`config.mk`:
```
export PLATFORM = sky130hd
export DESIGN_NAME = modbus_tcp_to_rtu_bridge_unit
export DESIGN_NICKNAME = d
export VERILOG_FILES = /design/src/design/mtrb_pkg.sv /design/src/design/mtrb_front.sv /design/src/design/mtrb_fifo.sv /design/src/design/mtrb_back.sv /design/src/design/modbus_tcp_to_rtu_bridge_unit.sv
export SDC_FILE = /design/constraint.sdc
export NUM_CORES = 1
export LEC_CHECK = 0
export BUFFER_PORTS_ARGS = -buffer_cell sky130_fd_sc_hd__buf_2
export CORE_ASPECT_RATIO = 1.2
export CORE_MARGIN = 4
export CORE_UTILIZATION = 57
export DETAILED_ROUTE_END_ITERATION = 8
export PLACE_DENSITY_LB_ADDON = 0.1
export SYNTH_ARGS = -nofsm -noshare
export SYNTH_HDL_FRONTEND = slang
export SYNTH_HIERARCHICAL = 1
export SYNTH_SLANG_ARGS = --single-unit
```
`constraint.sdc`:
```
create_clock -name clk -period 5.1 [get_ports clk]
set_input_delay 1.02 -clock clk [delete_from_list [all_inputs] [get_ports clk]]
set_output_delay 1.02 -clock clk [all_outputs]
set_load 0.02 [all_outputs]
```
`src/design/mtrb_pkg.sv`:
```
`timescale 1ns / 1ps
`default_nettype none
// ---------------------------------------------------------------------------
// mtrb_pkg
// Shared types, constants and the crc helper for the tcp to rtu bridge.
// ---------------------------------------------------------------------------
package mtrb_pkg;

  localparam int MAX_LENGTH_DEF = 254;
  localparam int FIFO_DEPTH_DEF = 4;

  localparam logic [15:0] CRC_INIT = 16'hFFFF;
  localparam logic [15:0] CRC_POLY = 16'hA001;

  // result index of the final result of a frame-end burst
  localparam logic [2:0] BURST_LAST = 3'd4;

  typedef enum logic [3:0] {
    PH_TID1 = 4'd0,
    PH_TID2 = 4'd1,
    PH_PID1 = 4'd2,
    PH_PID2 = 4'd3,
    PH_LEN1 = 4'd4,
    PH_LEN2 = 4'd5,
    PH_UNIT = 4'd6,
    PH_FUNC = 4'd7,
    PH_DATA = 4'd8,
    PH_WAIT = 4'd9
  } phase_t;

  typedef enum logic [1:0] {
    OK_SERIAL = 2'd0,
    OK_START  = 2'd1,
    OK_ARM    = 2'd2,
    OK_ABORT  = 2'd3
  } out_kind_t;

  typedef enum logic [1:0] {
    OP_FWD     = 2'd0,
    OP_FWD_END = 2'd1,
    OP_ARM     = 2'd2,
    OP_ABORT   = 2'd3
  } op_t;

  typedef struct packed {
    op_t         op;
    logic [7:0]  data;
    logic [15:0] crc;
  } cmd_t;

  function automatic logic [15:0] crc16_byte(input logic [15:0] crc_in,
                                             input logic [7:0] b);
    logic [15:0] c;
    c = crc_in ^ {8'h00, b};
    for (int i = 0; i < 8; i++) begin
      if (c[0]) begin
        c = (c >> 1) ^ CRC_POLY;
      end else begin
        c = c >> 1;
      end
    end
    return c;
  endfunction

endpackage
`default_nettype wire

```
`src/design/mtrb_front.sv`:
```
`timescale 1ns / 1ps
`default_nettype none
// ---------------------------------------------------------------------------
// mtrb_front
// Mbap header parser: tracks the frame phase, runs the crc and queues one
// command per transaction that produces results.
// ---------------------------------------------------------------------------
module mtrb_front #(
  parameter int MAX_LENGTH = mtrb_pkg::MAX_LENGTH_DEF
) (
  input  wire logic          clk,
  input  wire logic          rst_n,
  input  wire logic          in_valid,
  output logic               in_stall,
  input  wire logic          in_kind,
  input  wire logic [7:0]    in_rx_byte,
  input  wire logic          q_full,
  output logic               q_push,
  output mtrb_pkg::cmd_t     q_cmd
);
  import mtrb_pkg::*;

  phase_t      phase_r, phase_nxt;
  logic [7:0]  length_high_r, length_high_nxt;
  logic [7:0]  frame_length_r, frame_length_nxt;
  logic [7:0]  count_r, count_nxt;
  logic [15:0] crc_r, crc_nxt;
  logic        proto_bad_r, proto_bad_nxt;

  logic        accept;
  logic [7:0]  count_inc;
  logic [15:0] crc_upd;
  logic        frame_end;
  logic        len_bad;
  logic        produce;
  op_t         op;

  assign in_stall  = q_full;
  assign accept    = in_valid && !q_full;
  assign count_inc = count_r + 8'd1;
  assign crc_upd   = crc16_byte(crc_r, in_rx_byte);
  assign frame_end = (count_inc >= frame_length_r);
  assign len_bad   = (length_high_r != 8'd0) || (in_rx_byte < 8'd2) ||
                     (in_rx_byte > 8'(MAX_LENGTH));

  // next state
  always_comb begin
    phase_nxt        = phase_r;
    length_high_nxt  = length_high_r;
    frame_length_nxt = frame_length_r;
    count_nxt        = count_r;
    crc_nxt          = crc_r;
    proto_bad_nxt    = proto_bad_r;
    if (accept) begin
      if (in_kind) begin
        phase_nxt     = PH_TID1;
        count_nxt     = 8'd0;
        crc_nxt       = CRC_INIT;
        proto_bad_nxt = 1'b0;
      end else begin
        case (phase_r)
          PH_TID2: phase_nxt = PH_PID1;
          PH_PID1: begin
            proto_bad_nxt = (in_rx_byte != 8'd0);
            phase_nxt     = PH_PID2;
          end
          PH_PID2: begin
            if (proto_bad_r || (in_rx_byte != 8'd0)) begin
              phase_nxt     = PH_TID1;
              count_nxt     = 8'd0;
              crc_nxt       = CRC_INIT;
              proto_bad_nxt = 1'b0;
            end else begin
              phase_nxt = PH_LEN1;
            end
          end
          PH_LEN1: begin
            length_high_nxt = in_rx_byte;
            phase_nxt       = PH_LEN2;
          end
          PH_LEN2: begin
            phase_nxt     = len_bad ? PH_TID1 : PH_UNIT;
            count_nxt     = 8'd0;
            crc_nxt       = CRC_INIT;
            proto_bad_nxt = len_bad ? 1'b0 : proto_bad_r;
            if (!len_bad) begin
              frame_length_nxt = in_rx_byte;
            end
          end
          PH_UNIT, PH_FUNC, PH_DATA: begin
            crc_nxt   = crc_upd;
            count_nxt = count_inc;
            if (frame_end) begin
              phase_nxt = PH_WAIT;
            end else if (phase_r == PH_UNIT) begin
              phase_nxt = PH_FUNC;
            end else begin
              phase_nxt = PH_DATA;
            end
          end
          PH_WAIT: phase_nxt = PH_WAIT;
          default: phase_nxt = PH_TID2;
        endcase
      end
    end
  end

  // command outputs
  always_comb begin
    produce = 1'b0;
    op      = OP_FWD;
    if (in_kind) begin
      case (phase_r)
        PH_TID2, PH_PID1, PH_PID2, PH_LEN1, PH_LEN2, PH_UNIT, PH_FUNC, PH_DATA: begin
          produce = 1'b1;
          op      = OP_ABORT;
        end
        default: produce = 1'b0;
      endcase
    end else begin
      case (phase_r)
        PH_UNIT, PH_FUNC, PH_DATA: begin
          produce = 1'b1;
          op      = frame_end ? OP_FWD_END : OP_FWD;
        end
        PH_WAIT: begin
          produce = 1'b1;
          op      = OP_ARM;
        end
        default: produce = 1'b0;
      endcase
    end
  end

  assign q_push      = accept && produce;
  assign q_cmd.op    = op;
  assign q_cmd.data  = in_rx_byte;
  assign q_cmd.crc   = crc_upd;

  always_ff @(posedge clk) begin
    if (!rst_n) begin
      phase_r        <= PH_TID1;
      length_high_r  <= 8'd0;
      frame_length_r <= 8'd0;
      count_r        <= 8'd0;
      crc_r          <= CRC_INIT;
      proto_bad_r    <= 1'b0;
    end else begin
      phase_r        <= phase_nxt;
      length_high_r  <= length_high_nxt;
      frame_length_r <= frame_length_nxt;
      count_r        <= count_nxt;
      crc_r          <= crc_nxt;
      proto_bad_r    <= proto_bad_nxt;
    end
  end

  // a restart always returns the parser to the header start
  a_restart_home: assert property (@(posedge clk) disable iff (!rst_n)
    (in_valid && !in_stall && in_kind) |=> (phase_r == PH_TID1 && crc_r == CRC_INIT))
    else $error("restart did not reset parser");

  // payload phases only ever follow an accepted length
  a_len_range: assert property (@(posedge clk) disable iff (!rst_n)
    (phase_r == PH_UNIT) |-> (frame_length_r >= 8'd2 && frame_length_r <= 8'(MAX_LENGTH)))
    else $error("frame length out of range in payload");

  // a frame-end command leaves the parser waiting
  a_end_wait: assert property (@(posedge clk) disable iff (!rst_n)
    (q_push && q_cmd.op == OP_FWD_END) |=> (phase_r == PH_WAIT))
    else $error("frame end without wait");

endmodule
`default_nettype wire

```
`src/design/mtrb_fifo.sv`:
```
`timescale 1ns / 1ps
`default_nettype none
// ---------------------------------------------------------------------------
// mtrb_fifo
// Short command queue between the parser and the serial result sequencer.
// ---------------------------------------------------------------------------
module mtrb_fifo #(
  parameter int DEPTH = mtrb_pkg::FIFO_DEPTH_DEF
) (
  input  wire logic           clk,
  input  wire logic           rst_n,
  input  wire logic           push,
  input  wire mtrb_pkg::cmd_t wr_data,
  output logic                full,
  input  wire logic           pop,
  output mtrb_pkg::cmd_t      rd_data,
  output logic                empty
);
  import mtrb_pkg::*;

  localparam int PW = (DEPTH > 1) ? $clog2(DEPTH) : 1;
  localparam int CW = $clog2(DEPTH + 1);

  cmd_t          mem [DEPTH];
  logic [PW-1:0] wr_ptr_r, rd_ptr_r;
  logic [CW-1:0] count_r;
  logic          do_push, do_pop;

  assign full    = (count_r == CW'(DEPTH));
  assign empty   = (count_r == '0);
  assign do_push = push && !full;
  assign do_pop  = pop && !empty;
  assign rd_data = mem[rd_ptr_r];

  always_ff @(posedge clk) begin
    if (do_push) begin
      mem[wr_ptr_r] <= wr_data;
    end
  end

  always_ff @(posedge clk) begin
    if (!rst_n) begin
      wr_ptr_r <= '0;
      rd_ptr_r <= '0;
      count_r  <= '0;
    end else begin
      if (do_push) begin
        wr_ptr_r <= (wr_ptr_r == PW'(DEPTH - 1)) ? '0 : wr_ptr_r + PW'(1);
      end
      if (do_pop) begin
        rd_ptr_r <= (rd_ptr_r == PW'(DEPTH - 1)) ? '0 : rd_ptr_r + PW'(1);
      end
      case ({do_push, do_pop})
        2'b10:   count_r <= count_r + CW'(1);
        2'b01:   count_r <= count_r - CW'(1);
        default: count_r <= count_r;
      endcase
    end
  end

  a_no_overflow: assert property (@(posedge clk) disable iff (!rst_n)
    push |-> !full)
    else $error("push into full queue");

  a_fill_track: assert property (@(posedge clk) disable iff (!rst_n)
    (do_push && !do_pop) |=> (count_r == $past(count_r) + CW'(1)))
    else $error("queue count lost a transaction");

  a_no_underflow: assert property (@(posedge clk) disable iff (!rst_n)
    pop |-> !empty)
    else $error("pop from empty queue");

endmodule
`default_nettype wire

```
`src/design/mtrb_back.sv`:
```
`timescale 1ns / 1ps
`default_nettype none
// ---------------------------------------------------------------------------
// mtrb_back
// Expands queued commands into serial results, one per accepted transaction.
// ---------------------------------------------------------------------------
module mtrb_back (
  input  wire logic           clk,
  input  wire logic           rst_n,
  input  wire mtrb_pkg::cmd_t q_cmd,
  input  wire logic           q_empty,
  output logic                q_pop,
  output logic                out_valid,
  input  wire logic           out_stall,
  output logic [1:0]          out_kind,
  output logic [7:0]          out_byte,
  output logic                out_last,
  output logic                out_waiting
);
  import mtrb_pkg::*;

  logic       cur_valid_r, cur_valid_nxt;
  cmd_t       cur_r, cur_nxt;
  logic [2:0] idx_r, idx_nxt;

  logic       out_accept;
  logic       at_end;
  logic       load;
  out_kind_t  kind_sel;
  logic [7:0] byte_sel;

  assign out_accept = cur_valid_r && !out_stall;
  assign at_end     = (cur_r.op != OP_FWD_END) || (idx_r == BURST_LAST);
  assign load       = !q_empty && (!cur_valid_r || (out_accept && at_end));
  assign q_pop      = load;

  // next state
  always_comb begin
    cur_valid_nxt = cur_valid_r;
    cur_nxt       = cur_r;
    idx_nxt       = idx_r;
    if (load) begin
      cur_valid_nxt = 1'b1;
      cur_nxt       = q_cmd;
      idx_nxt       = 3'd0;
    end else if (out_accept) begin
      if (at_end) begin
        cur_valid_nxt = 1'b0;
        idx_nxt       = 3'd0;
      end else begin
        idx_nxt = idx_r + 3'd1;
      end
    end
  end

  // result fields
  always_comb begin
    kind_sel = OK_SERIAL;
    byte_sel = 8'd0;
    case (idx_r)
      3'd0: begin
        case (cur_r.op)
          OP_ARM:   kind_sel = OK_ARM;
          OP_ABORT: kind_sel = OK_ABORT;
          default: begin
            kind_sel = OK_SERIAL;
            byte_sel = cur_r.data;
          end
        endcase
      end
      3'd1:    byte_sel = cur_r.crc[7:0];
      3'd2:    byte_sel = cur_r.crc[15:8];
      3'd3:    kind_sel = OK_START;
      default: kind_sel = OK_ARM;
    endcase
  end

  assign out_valid   = cur_valid_r;
  assign out_kind    = kind_sel;
  assign out_byte    = byte_sel;
  assign out_last    = at_end;
  assign out_waiting = (cur_r.op == OP_FWD_END) || (cur_r.op == OP_ARM);

  always_ff @(posedge clk) begin
    if (!rst_n) begin
      cur_valid_r <= 1'b0;
      idx_r       <= 3'd0;
    end else begin
      cur_valid_r <= cur_valid_nxt;
      idx_r       <= idx_nxt;
    end
  end

  always_ff @(posedge clk) begin
    cur_r <= cur_nxt;
  end

  a_single_idx: assert property (@(posedge clk) disable iff (!rst_n)
    (cur_valid_r && cur_r.op != OP_FWD_END) |-> (idx_r == 3'd0))
    else $error("single-result command past first result");

  a_idx_range: assert property (@(posedge clk) disable iff (!rst_n)
    idx_r <= BURST_LAST)
    else $error("burst index out of range");

  a_burst_step: assert property (@(posedge clk) disable iff (!rst_n)
    (out_accept && !at_end) |=> (cur_valid_r && idx_r == $past(idx_r) + 3'd1))
    else $error("burst did not advance");

endmodule
`default_nettype wire

```
`src/design/modbus_tcp_to_rtu_bridge_unit.sv`:
```
`timescale 1ns / 1ps
`default_nettype none
// ---------------------------------------------------------------------------
// modbus_tcp_to_rtu_bridge_unit
// Modbus tcp byte stream in, rtu serial results out.
//
// Input channel (in_valid/in_stall): one tcp byte or a restart per
// transaction. Result channel (out_valid/out_stall): one result per
// transaction, out_last marks the final result of an input item.
// Header bytes, drops and idle restarts yield no result. A payload byte
// yields one serial byte; the last payload byte yields five results (the
// byte, crc low, crc high, rtu start, timer arm).
// An accepted input is registered in the command queue, then in cur_r.
// Throughput: one input per cycle unless in_stall; results leave at
// one per cycle unless out_stall, so a frame end occupies the result side
// for five results while the command queue (FIFO_DEPTH entries) keeps
// taking input. in_stall rises only when the command queue is full.
// A stalled result holds its fields until taken.
// Reset (rst_n low, synchronous) returns the parser to the header start,
// loads the crc with 0xffff and empties the queue.
// ---------------------------------------------------------------------------
module modbus_tcp_to_rtu_bridge_unit #(
  parameter int MAX_LENGTH = mtrb_pkg::MAX_LENGTH_DEF,
  parameter int FIFO_DEPTH = mtrb_pkg::FIFO_DEPTH_DEF
) (
  input  wire logic       clk,
  input  wire logic       rst_n,
  input  wire logic       in_valid,
  output logic            in_stall,
  input  wire logic       in_kind,
  input  wire logic [7:0] in_rx_byte,
  output logic            out_valid,
  input  wire logic       out_stall,
  output logic [1:0]      out_kind,
  output logic [7:0]      out_byte,
  output logic            out_last,
  output logic            out_waiting
);
  import mtrb_pkg::*;

  cmd_t push_cmd, pop_cmd;
  logic push, pop, q_full, q_empty;

  mtrb_front #(
    .MAX_LENGTH(MAX_LENGTH)
  ) u_front (
    .clk       (clk),
    .rst_n     (rst_n),
    .in_valid  (in_valid),
    .in_stall  (in_stall),
    .in_kind   (in_kind),
    .in_rx_byte(in_rx_byte),
    .q_full    (q_full),
    .q_push    (push),
    .q_cmd     (push_cmd)
  );

  mtrb_fifo #(
    .DEPTH(FIFO_DEPTH)
  ) u_fifo (
    .clk    (clk),
    .rst_n  (rst_n),
    .push   (push),
    .wr_data(push_cmd),
    .full   (q_full),
    .pop    (pop),
    .rd_data(pop_cmd),
    .empty  (q_empty)
  );

  mtrb_back u_back (
    .clk        (clk),
    .rst_n      (rst_n),
    .q_cmd      (pop_cmd),
    .q_empty    (q_empty),
    .q_pop      (pop),
    .out_valid  (out_valid),
    .out_stall  (out_stall),
    .out_kind   (out_kind),
    .out_byte   (out_byte),
    .out_last   (out_last),
    .out_waiting(out_waiting)
  );

endmodule
`default_nettype wire
```
==> results of run 1 <==
cell type report:
class                           count  area share, %
Clock buffer                       18          4.815
Clock inverter                     14          1.907
Inverter                           33          1.358
Multi-Input combinational cell    338          31.99
Sequential cell                   188          55.53
Tap cell                          175          2.401
Timing Repair Buffer               33          2.003
how the worst max path moves through the flow:
stage	start	end	depth (start not counted)
finish	u_back/idx_r[0]	out_byte[2]	6
global route	u_front/phase_r[2]	u_fifo/count_r[2]	13
CTS	u_back/idx_r[0]	out_byte[2]	6
detailed placement	in_kind	u_fifo/count_r[2]	12
global placement	in_kind	u_fifo/count_r[2]	12
floorplan	out_stall	u_fifo/count_r[2]	10
Yosys cell counts (all sizes together) (15+ instances only):
library cell	n	share of area [%]
nor2b	21	1.6
inv	33	1.5
mux2i	20	2.4
ha	24	3.6
nor2	19	0.85
nand2	39	1.7
edfxtp	130	47
mux4	26	7.3
nor3	15	1.2
o21ai	27	1.7
xnor2	19	2.7
dfxtp	58	14
buf	27	2.7
report_power, final:
group	switching [mW]	total (mW)	internal [mW]
combinational	0.0853	0.129	0.0434
clock	0.587	1.34	0.756
sequential	0.00511	1.65	1.65
total	0.677	3.12	2.45
kinds of logic after synthesis:
family | Yosys count
DFF | 188
and+or+nand+nor | 148
AOI/OAI and AO/OA | 89
buffers and inverters | 74
muxes | 46
xor gates and xnor gates | 30
adders and majority gates | 25
critical path: cells and delay by family (launching register included):
kind / cells / cell delay, ns
simple gates: 1 / 0.83
buf+inv: 3 / 0.35
compound gates: 1 / 0.20
flops: 1 / 0.35
fa+ha+maj: 1 / 0.29
routing by layer:
metal | GRT usage (%) | share of wire (%)
met1 | 25.74 | 44
met2 | 31.53 | 51
met3 | 2.889 | 3.7
met4 | 7.810 | 2.0
met5 | 0 | 0
registers in the layout (all words and copies together), names as in the netlist, named ones only:
| signal | cells |
|---|---|
| u_fifo/mem | 104 |
| u_back/cur_r | 26 |
| u_front/crc_r | 16 |
| u_front/count_r | 8 |
| u_front/frame_length_r | 8 |
| u_front/length_high_r | 8 |
| u_front/phase_r | 4 |
| u_back/idx_r | 3 |
| u_fifo/count_r | 3 |
| u_fifo/rd_ptr_r | 2 |
| u_fifo/wr_ptr_r | 2 |
| u_back/out_valid | 1 |
| u_front/proto_bad_r | 1 |
metrics by stage:
step	cells	power (mW)	hold WS (ns)	setup WS, ns
after floorplan	600	1.780	0.4433	0.6473
after global placement	767	1.812	0.4551	1.576
after detailed placement	767	1.817	0.4751	1.436
after CTS	799	3.154	0.4832	1.539
after global routing	799	3.237	0.5128	1.281
final	799	3.124	0.4771	1.634
==> results by group, run 1 <==
STA
  – Final Hold Viols: 0
  – Final setup fails: 0
  – F_max: between 200 and 300 MHz
  – Slew Viols, Final: 0
  – Fin crit period: 3.466 ns
  – Max transition margin: around 31%
  – Crit share post-route: around two thirds
  – Worst Max-Slew Pin Slew: around 1.0 ns
  – Post-Route Skew: 0.008244 ns
  – RSZ-0062 raised after global routing: no
  – Setup TNS: 0 ns

Clocking
  – Clk pin slew, worst setup/hold paths: ~0.07 ns
  – Cts hold-fix bufs: 0
  – CTS resizes: 0
  – # Post-CTS Setup Buffers: 0
  – H-tree levels: 4
  – Num CTS Buffers: 17
  – CTS tree: built
  – CTS Root Cell: clkbuf_16
  – Skew-Pair Late Insertion Delay: between 0.4 and 0.5 ns
  – CTS sink cnt: 188
  – Clock buffer depth: 2

Final layout
  – Synth-to-layout area growth: 8.969%
  – Commonest non-fill, non-tap cell in the layout: edfxtp_1
  – Storage cell area: 5065 um^2
  – Share of layout cells above drive strength 1: about 18%
  – N_diodes: 0
  – Utilization after layout: 63.28%
  – Filler Cell Count: approximately 1100
  – Most frequent cells in the layout: edfxtp_1 (130), dfxtp_1 (58), nand2_1 (39)
  – Post-route design area: between 9000 and 10000 um^2
  – Area occupied by multi-input gates: around 3000 um^2
  – Layout Nets: between 600 and 700

Power
  – Leak Pwr: 3.149 nW
  – PwrDens: around 340 nW/um^2
  – Max VDD drop: 0.2078 mV

Worst setup path
  – CP max stage delay: about 0.83 ns
  – Worst reg-to-reg setup slack: around 1.7 ns
  – FF-to-FF End: u_fifo/count_r[2]
  – Maximum fanout along the worst path: 8
  – Crit-path slowest cell: nor4b_2
  – Worst reg2reg startpoint: u_front/phase_r[2]
  – Worst setup EP type: output port
  – Worst Path Required: 4.08 ns
  – Critical Path Start Type: register
  – Crit path kind: reg2out
  – Most frequent CP cell: inv_1
  – Worst path arrival time: 2.45 ns
  – R2r worst-path depth: 13
  – Crit-path cells: inv_1 > ha_1 > nor4b_2 > a222oi_1 > inv_1 > buf_2

Routing
  – Drt pass-1 iters: 5
  – WL/cell: between 15 and 20 um
  – Vias per Instance: 5.865
  – Total Wirelength: about 15000 um
  – DRC violations left: 0
  – Vias: roughly 4700
  – Starting DRT DRC Count: 304
  – Antenna-violating nets left: 0

Place
  – Post-DP HPWL: between 9000 and 10000 um
  – Port buffer count: 26
  – RD Place Congestion: 0.9113
  – Dpl cell area: between 8000 and 9000 um^2

Yosys
  – Syn Nets: about 640
  – Largest family of logic cells by synthesized area: multiplexers
  – Ys Warns: 6
  – EDFF count, synth: between 100 and 150
  – Most used DFF post-synth: edfxtp_1
  – Asr flop ratio synth: 0%
  – Synthesis-stage register bit count: around 190
  – Synth Area in Compound Gates: around 7.2%
  – Avg Cell Area, Syn: 13.95 um^2
  – Mapped Area: between 8000 and 9000 um^2
  – Synth Area in Adders: between 3 and 4%
  – Post-Synth XOR/XNOR Area: 4.454%
  – Seq/Total Area, Yosys: 60.51%
  – Cells after Synth: 600
  – Simple-gate share of the synthesized area: approximately a tenth
  – Mux cell area share after synthesis: under 10%
  – Unique masters post-synth: 65

Hold path
  – Hold depth: 2
  – Min-Delay Path Class: reg2reg
  – Hold-critical path endpoint: u_front/count_r[7]
  – Hold Crit Start: u_front/count_r[7]

Global routing
  – First-pass GRT wire length: 24900 um
  – Pin count of the biggest net entering global routing: 59
  – Vias in the first global route: roughly 4700
  – Initial antenna violation count: 0
  – GRT overflow: 0
  – Total GRT Usage: 19.13%

Run
  – Max Cap Violations: 0

Floorplan
  – Die area: 16700 um^2
  – Initial Util: 58.07%
  – Die Ht: between 100 and 150 um
  – # rows: 48
  – IO Pins: 27
  – Area of the core: between 10000 and 15000 um^2
  – DIE WIDTH: ~120 um

Outcome
  – Status: finished clean
No activity file was read; power rests on OpenSTA's default activity.
==> run 2, diff against run 1 <==
- CORE_UTILIZATION: 57 -> 56
- clock period: 5.1 -> 3.1 ns (I/O delays scaled with it)
==> results by group, run 2 (synthesis results as in run 1) <==
Outcome
  – Status: finished clean

STA
  – RSZ-0062 raised after global routing: no
  – Max transition margin: between 50% and 60%
  – Final setup fails: 0
  – Post-Route Skew: ~0.016 ns
  – Worst Max-Slew Pin Slew: 0.6427 ns
  – Final setup margin: approximately 0.26 ns
  – Crit share post-route: between 90% and 100%
  – Setup TNS: 0 ns
  – Final Hold Viols: 0
  – Fin crit period: ~2.8 ns
  – Slew Viols, Final: 0
  – F_max: 352.6 MHz

Hold path
  – Min-Delay Path Class: reg2reg

Final layout
  – Biggest regs: u_fifo/mem x104, u_back/cur_r x26, u_front/crc_r x16
  – Layout Nets: roughly 660
  – Share of layout cells above drive strength 1: a little under a fifth
  – Commonest non-fill, non-tap cell in the layout: edfxtp_1
  – Max reg flops: 104
  – Synth-to-layout area growth: 10.66%
  – Utilization after layout: between 60% and 70%
  – N_diodes: 0
  – Most flops, register: u_fifo/mem
  – Most frequent cells in the layout: edfxtp_1 (130), dfxtp_1 (58), nand2_1 (39)

Clocking
  – CTS Root Cell: clkbuf_16
  – Clock buffer depth: 2
  – Skew-Pair Late Insertion Delay: between 0.4 and 0.5 ns
  – Cts hold-fix bufs: 0
  – Num CTS Buffers: 17
  – CTS tree: built
  – # Post-CTS Setup Buffers: 0
  – H-tree levels: 4
  – CTS sink cnt: between 150 and 200
  – Clk pin slew, worst setup/hold paths: 0.06 ns
  – CTS resizes: 1

Worst setup path
  – Worst reg-to-reg setup slack: 0.26 ns
  – Most frequent CP cell: nor2_1
  – Worst setup EP type: register
  – R2r worst-path depth: 14
  – Top delay family on crit path: simple AND/OR/NAND/NOR gates
  – Worst Setup EP: u_fifo/count_r[2]
  – Critical Path Source: u_front/phase_r[2]
  – Worst path depth: 14
  – Maximum fanout along the worst path: 13
  – Crit path kind: reg2reg
  – Worst path arrival time: between 3 and 4 ns
  – Crit-path slowest cell: dfxtp_1
  – FF-to-FF End: u_fifo/count_r[2]
  – Critical Path Start Type: register
  – Worst reg2reg startpoint: u_front/phase_r[2]
  – Crit-path cells: nor2_1 > nand3b_1 > o21ai_0 > a22o_1 > nor2_1 > nor2_1 > nor2b_1 > inv_1 > ha_1 > inv_1 > fa_1 > xor2_1 > or3_1 > a21boi_0
  – Worst Path Required: 3.44 ns
  – CP max stage delay: 0.55 ns
  – WP buf/inv: 2

Floorplan
  – DIE WIDTH: around 120 um
  – # rows: 48
  – Initial Util: approximately 58%
  – Die Ht: roughly 140 um
  – IO Pins: 27
  – Die area: 16980 um^2
  – Area of the core: around 15000 um^2

Global routing
  – Vias in the first global route: 4777
  – GRT overflow: 0
  – Initial antenna violation count: 0
  – First-pass GRT wire length: 25230 um
  – Pin count of the biggest net entering global routing: 40
  – Total GRT Usage: roughly a fifth

Power
  – Max VDD drop: between 0.2 and 0.3 mV
  – NetSw: between 1 and 1.5 mW
  – Sequential Power Share: a little over half
  – Internal power: about 4 mW
  – PwrDens: between 500 and 600 nW/um^2
  – Switch share: a little over a fifth
  – Combinational power share: about 4.5%
  – Leak Pwr: approximately 3.2 nW
  – Final Total Pwr: around 5.1 mW
  – Clock power share: a little over two fifths

Run
  – Max Cap Violations: 0

Routing
  – Antenna-violating nets left: 0
  – Starting DRT DRC Count: 361
  – DRC violations left: 0
  – Vias: 4741
  – Vias per Instance: 5.671
  – Total Wirelength: approximately 16000 um
  – WL/cell: 18.63 um
  – Drt pass-1 iters: 5

Place
  – Post-Place Worst Slack: between 0.2 and 0.25 ns
  – RD Place Congestion: about 0.83
  – Post-DP HPWL: between 10000 and 15000 um
  – Port buffer count: 26
run 2: changes by cell type in the layout (fill, tap and decap cells not counted), moves of 2 or more:
| cell | before | now |
|---|---|---|
| buf_12 | 0 | 4 |
| buf_4 | 7 | 15 |
| clkinvlp_4 | 3 | 1 |
| clkinv_4 | 2 | 4 |
| clkbuf_1 | 0 | 3 |
| inv_8 | 5 | 0 |
run 2: cell type report:
cell class	instances	area [um^2]
Tap cell	200	250.2
Inverter	33	123.9
Clock buffer	20	436.7
Clock inverter	12	137.6
Timing Repair Buffer	45	322.8
Sequential cell	188	5065
Fill cell	1118	5271
Multi-Input combinational cell	338	2927
run 2: routing by layer:
layer  wire length [um]  track usage (%)
met1               6883            25.04
met2               7908            32.98
met3                507            3.738
met4                274            6.936
met5                  0                0
run 2: worst min path at each step:
stage	to	depth (start not counted)	startpoint
after CTS	u_front/count_r[7]	2	u_front/count_r[7]
final	u_front/count_r[7]	2	u_front/count_r[7]
after detailed placement	u_front/count_r[7]	2	u_front/count_r[7]
after floorplan	u_front/count_r[7]	2	u_front/count_r[7]
after global routing	u_fifo/mem[1][20]	1	in_rx_byte[4]
after global placement	u_front/count_r[7]	2	u_front/count_r[7]
run 2: power groups by stage:
stage	combinational [mW]	sequential [mW]	clock, mW
detailed placement	0.230	2.77	0
floorplan	0.158	2.77	0
global placement	0.219	2.77	0
finish	0.229	2.72	2.10
global route	0.250	2.72	2.26
CTS	0.231	2.72	2.14
run 2: tightest hold or removal path: stages, from the launching register on:
cell and delay, ns:
dfxtp_1 0.32, nand2_1 0.06, a21boi_1 0.05
run 2: metrics by stage:
step | cell area [um^2] | instances | hold WS (ns)
finish | 9263 | 836 | 0.4748
global route | 9263 | 836 | 0.5007
CTS | 9263 | 836 | 0.4749
detailed placement | 8680 | 804 | 0.4659
global placement | 8680 | 804 | 0.4539
floorplan | 8386 | 600 | 0.4433
==> run 3, diff against run 2 <==
- CORE_ASPECT_RATIO: 1.2 -> 1.75
==> results by group, run 3 (synthesis results as in run 1) <==
Outcome
  – Status: finished clean

Final layout
  – Storage cell area: just over 5000 um^2
  – Area occupied by multi-input gates: 2927 um^2
  – N_diodes: 0
  – Layout Nets: ~660
  – Utilization after layout: between 60% and 70%
  – Share of layout cells above drive strength 1: between 10% and 20%
  – Commonest non-fill, non-tap cell in the layout: edfxtp_1
  – Most frequent cells in the layout: edfxtp_1 (130), dfxtp_1 (57), nand2_1 (39)
  – Synth-to-layout area growth: 11.27%
  – Filler Cell Count: ~1100
  – Most flops, register: u_fifo/mem
  – Max reg flops: 104
  – Biggest regs: u_fifo/mem x104, u_back/cur_r x26, u_front/crc_r x16

Floorplan
  – # rows: slightly below 60
  – Die Ht: roughly 170 um
  – DIE WIDTH: between 100 and 150 um
  – Initial Util: between 50% and 60%
  – Area of the core: around 15000 um^2
  – Die area: 17040 um^2
  – IO Pins: 27

Power
  – Leak Pwr: 3.249 nW
  – PwrDens: approximately 550 nW/um^2
  – Max VDD drop: 0.3477 mV

Clocking
  – Clk pin slew, worst setup/hold paths: ~0.070 ns
  – CTS sink cnt: approximately 190
  – H-tree levels: 4
  – CTS tree: built
  – Skew-Pair Late Insertion Delay: roughly 0.42 ns
  – CTS Root Cell: clkbuf_16
  – Num CTS Buffers: 17
  – # Post-CTS Setup Buffers: 0
  – Clock buffer depth: 2

Worst setup path
  – Crit-path slowest cell: dfxtp_1
  – WP buf/inv: 0
  – Critical Path Source: u_front/count_r[0]
  – Crit-path cells: ha_1 > nand3_1 > nor2_1 > xor2_1 > ha_1 > a21o_1 > a21oi_1 > o211ai_1 > a21o_1 > o2bb2ai_1
  – Top delay family on crit path: compound AO/OA/AOI/OAI gates
  – Worst reg-to-reg setup slack: 0.25 ns
  – Worst Path Required: approximately 3.2 ns
  – Critical Path Start Type: register
  – Worst path arrival time: 2.99 ns
  – CP max stage delay: around 0.41 ns
  – Worst setup EP type: register
  – Maximum fanout along the worst path: 6
  – Crit path kind: reg2reg
  – Worst reg2reg startpoint: u_front/count_r[0]

Global routing
  – GRT overflow: 0
  – Vias in the first global route: between 5000 and 6000
  – First-pass GRT wire length: between 20000 and 30000 um
  – Initial antenna violation count: 0
  – Total GRT Usage: between 10% and 20%
  – Pin count of the biggest net entering global routing: 39

Place
  – Port buffer count: 26
  – Post-DP HPWL: between 10000 and 15000 um
  – RD Place Congestion: approximately 0.82

Routing
  – DR WL met3: between 400 and 500 um
  – Metal-1 WL: 6095 um
  – WL/cell: about 19 um
  – Vias: between 4000 and 5000
  – Vias per Instance: a little under 6
  – Total Wirelength: ~16000 um
  – Antenna-violating nets left: 0
  – DRC violations left: 0
  – DR WL met2: ~9000 um
  – Highest routed layer: met4
  – Starting DRT DRC Count: ~210
  – Drt pass-1 iters: 4

STA
  – Setup TNS: 0 ns
  – Slew Viols, Final: 0
  – Final setup fails: 0
  – Fin crit period: between 2 and 3 ns
  – Final Hold Viols: 0
  – Post-Route Skew: 0.01171 ns
  – RSZ-0062 raised after global routing: no
  – F_max: ~350 MHz
  – Crit share post-route: about 92%
  – Max transition margin: between 50 and 60%
  – Worst Max-Slew Pin Slew: roughly 0.60 ns

Hold path
  – Min-Delay Path Class: reg2reg
  – Hold Crit Start: u_front/count_r[7]

Run
  – Max Cap Violations: 0
[run 3: report_power, final]
part | internal (mW) | switching [mW]
Combinational | 0.0826 | 0.143
Sequential | 2.71 | 0.00848
Clock | 1.11 | 1.07
Total | 3.90 | 1.22
[run 3: cell type report]
type | count | area share, %
Clock buffer | 17 | 4.567
Clock inverter | 15 | 2.109
Inverter | 33 | 1.330
Multi-Input combinational cell | 338 | 31.42
Sequential cell | 188 | 54.39
Tap cell | 180 | 2.418
Timing Repair Buffer | 47 | 3.761
[run 3: final timing paths]
| path | end | cells past startpoint |
|---|---|---|
| max | u_fifo/mem[0][24] | 10 |
| max reg2reg | u_fifo/mem[0][24] | 10 |
| min | u_front/count_r[7] | 2 |
| min reg2reg | u_front/count_r[7] | 2 |
[run 3: per-layer routing]
layer | GRT usage (%) | vias up
met1 | 22.51 | 2386
met5 | 0 | -
met4 | 6.745 | 0
met2 | 36.71 | 78
met3 | 3.661 | 16
li1 | - | 2259
[run 3: timing repair]
item / 4_1_cts / 5_1_grt
resized for setup: 0 / 2
hold buffers: 0 / 0
endpoints found under the setup margin: 0 / 9
[run 3: per-stage QoR]
stage	cells	hold slack [ns]	setup WS [ns]	total power, mW	area, um^2
after detailed placement	786	0.4628	0.1923	3.001	8682
after global placement	786	0.4569	0.3052	2.992	8682
after floorplan	600	0.4433	0.1151	2.929	8386
after global routing	818	0.4974	0.05288	5.304	9314
after CTS	818	0.4721	0.01051	5.173	9304
final	818	0.4729	0.2522	5.121	9314
[run 3: worst reg2reg max path: cells and delay by family, from the launching register on]
kind,cells,cell delay [ns]
XOR/XNOR,1,0.26
adder cells (fa/ha/maj),2,0.54
AND/OR/NAND/NOR,2,0.29
flip-flops,1,0.41
AO/OA/AOI/OAI,5,1.09
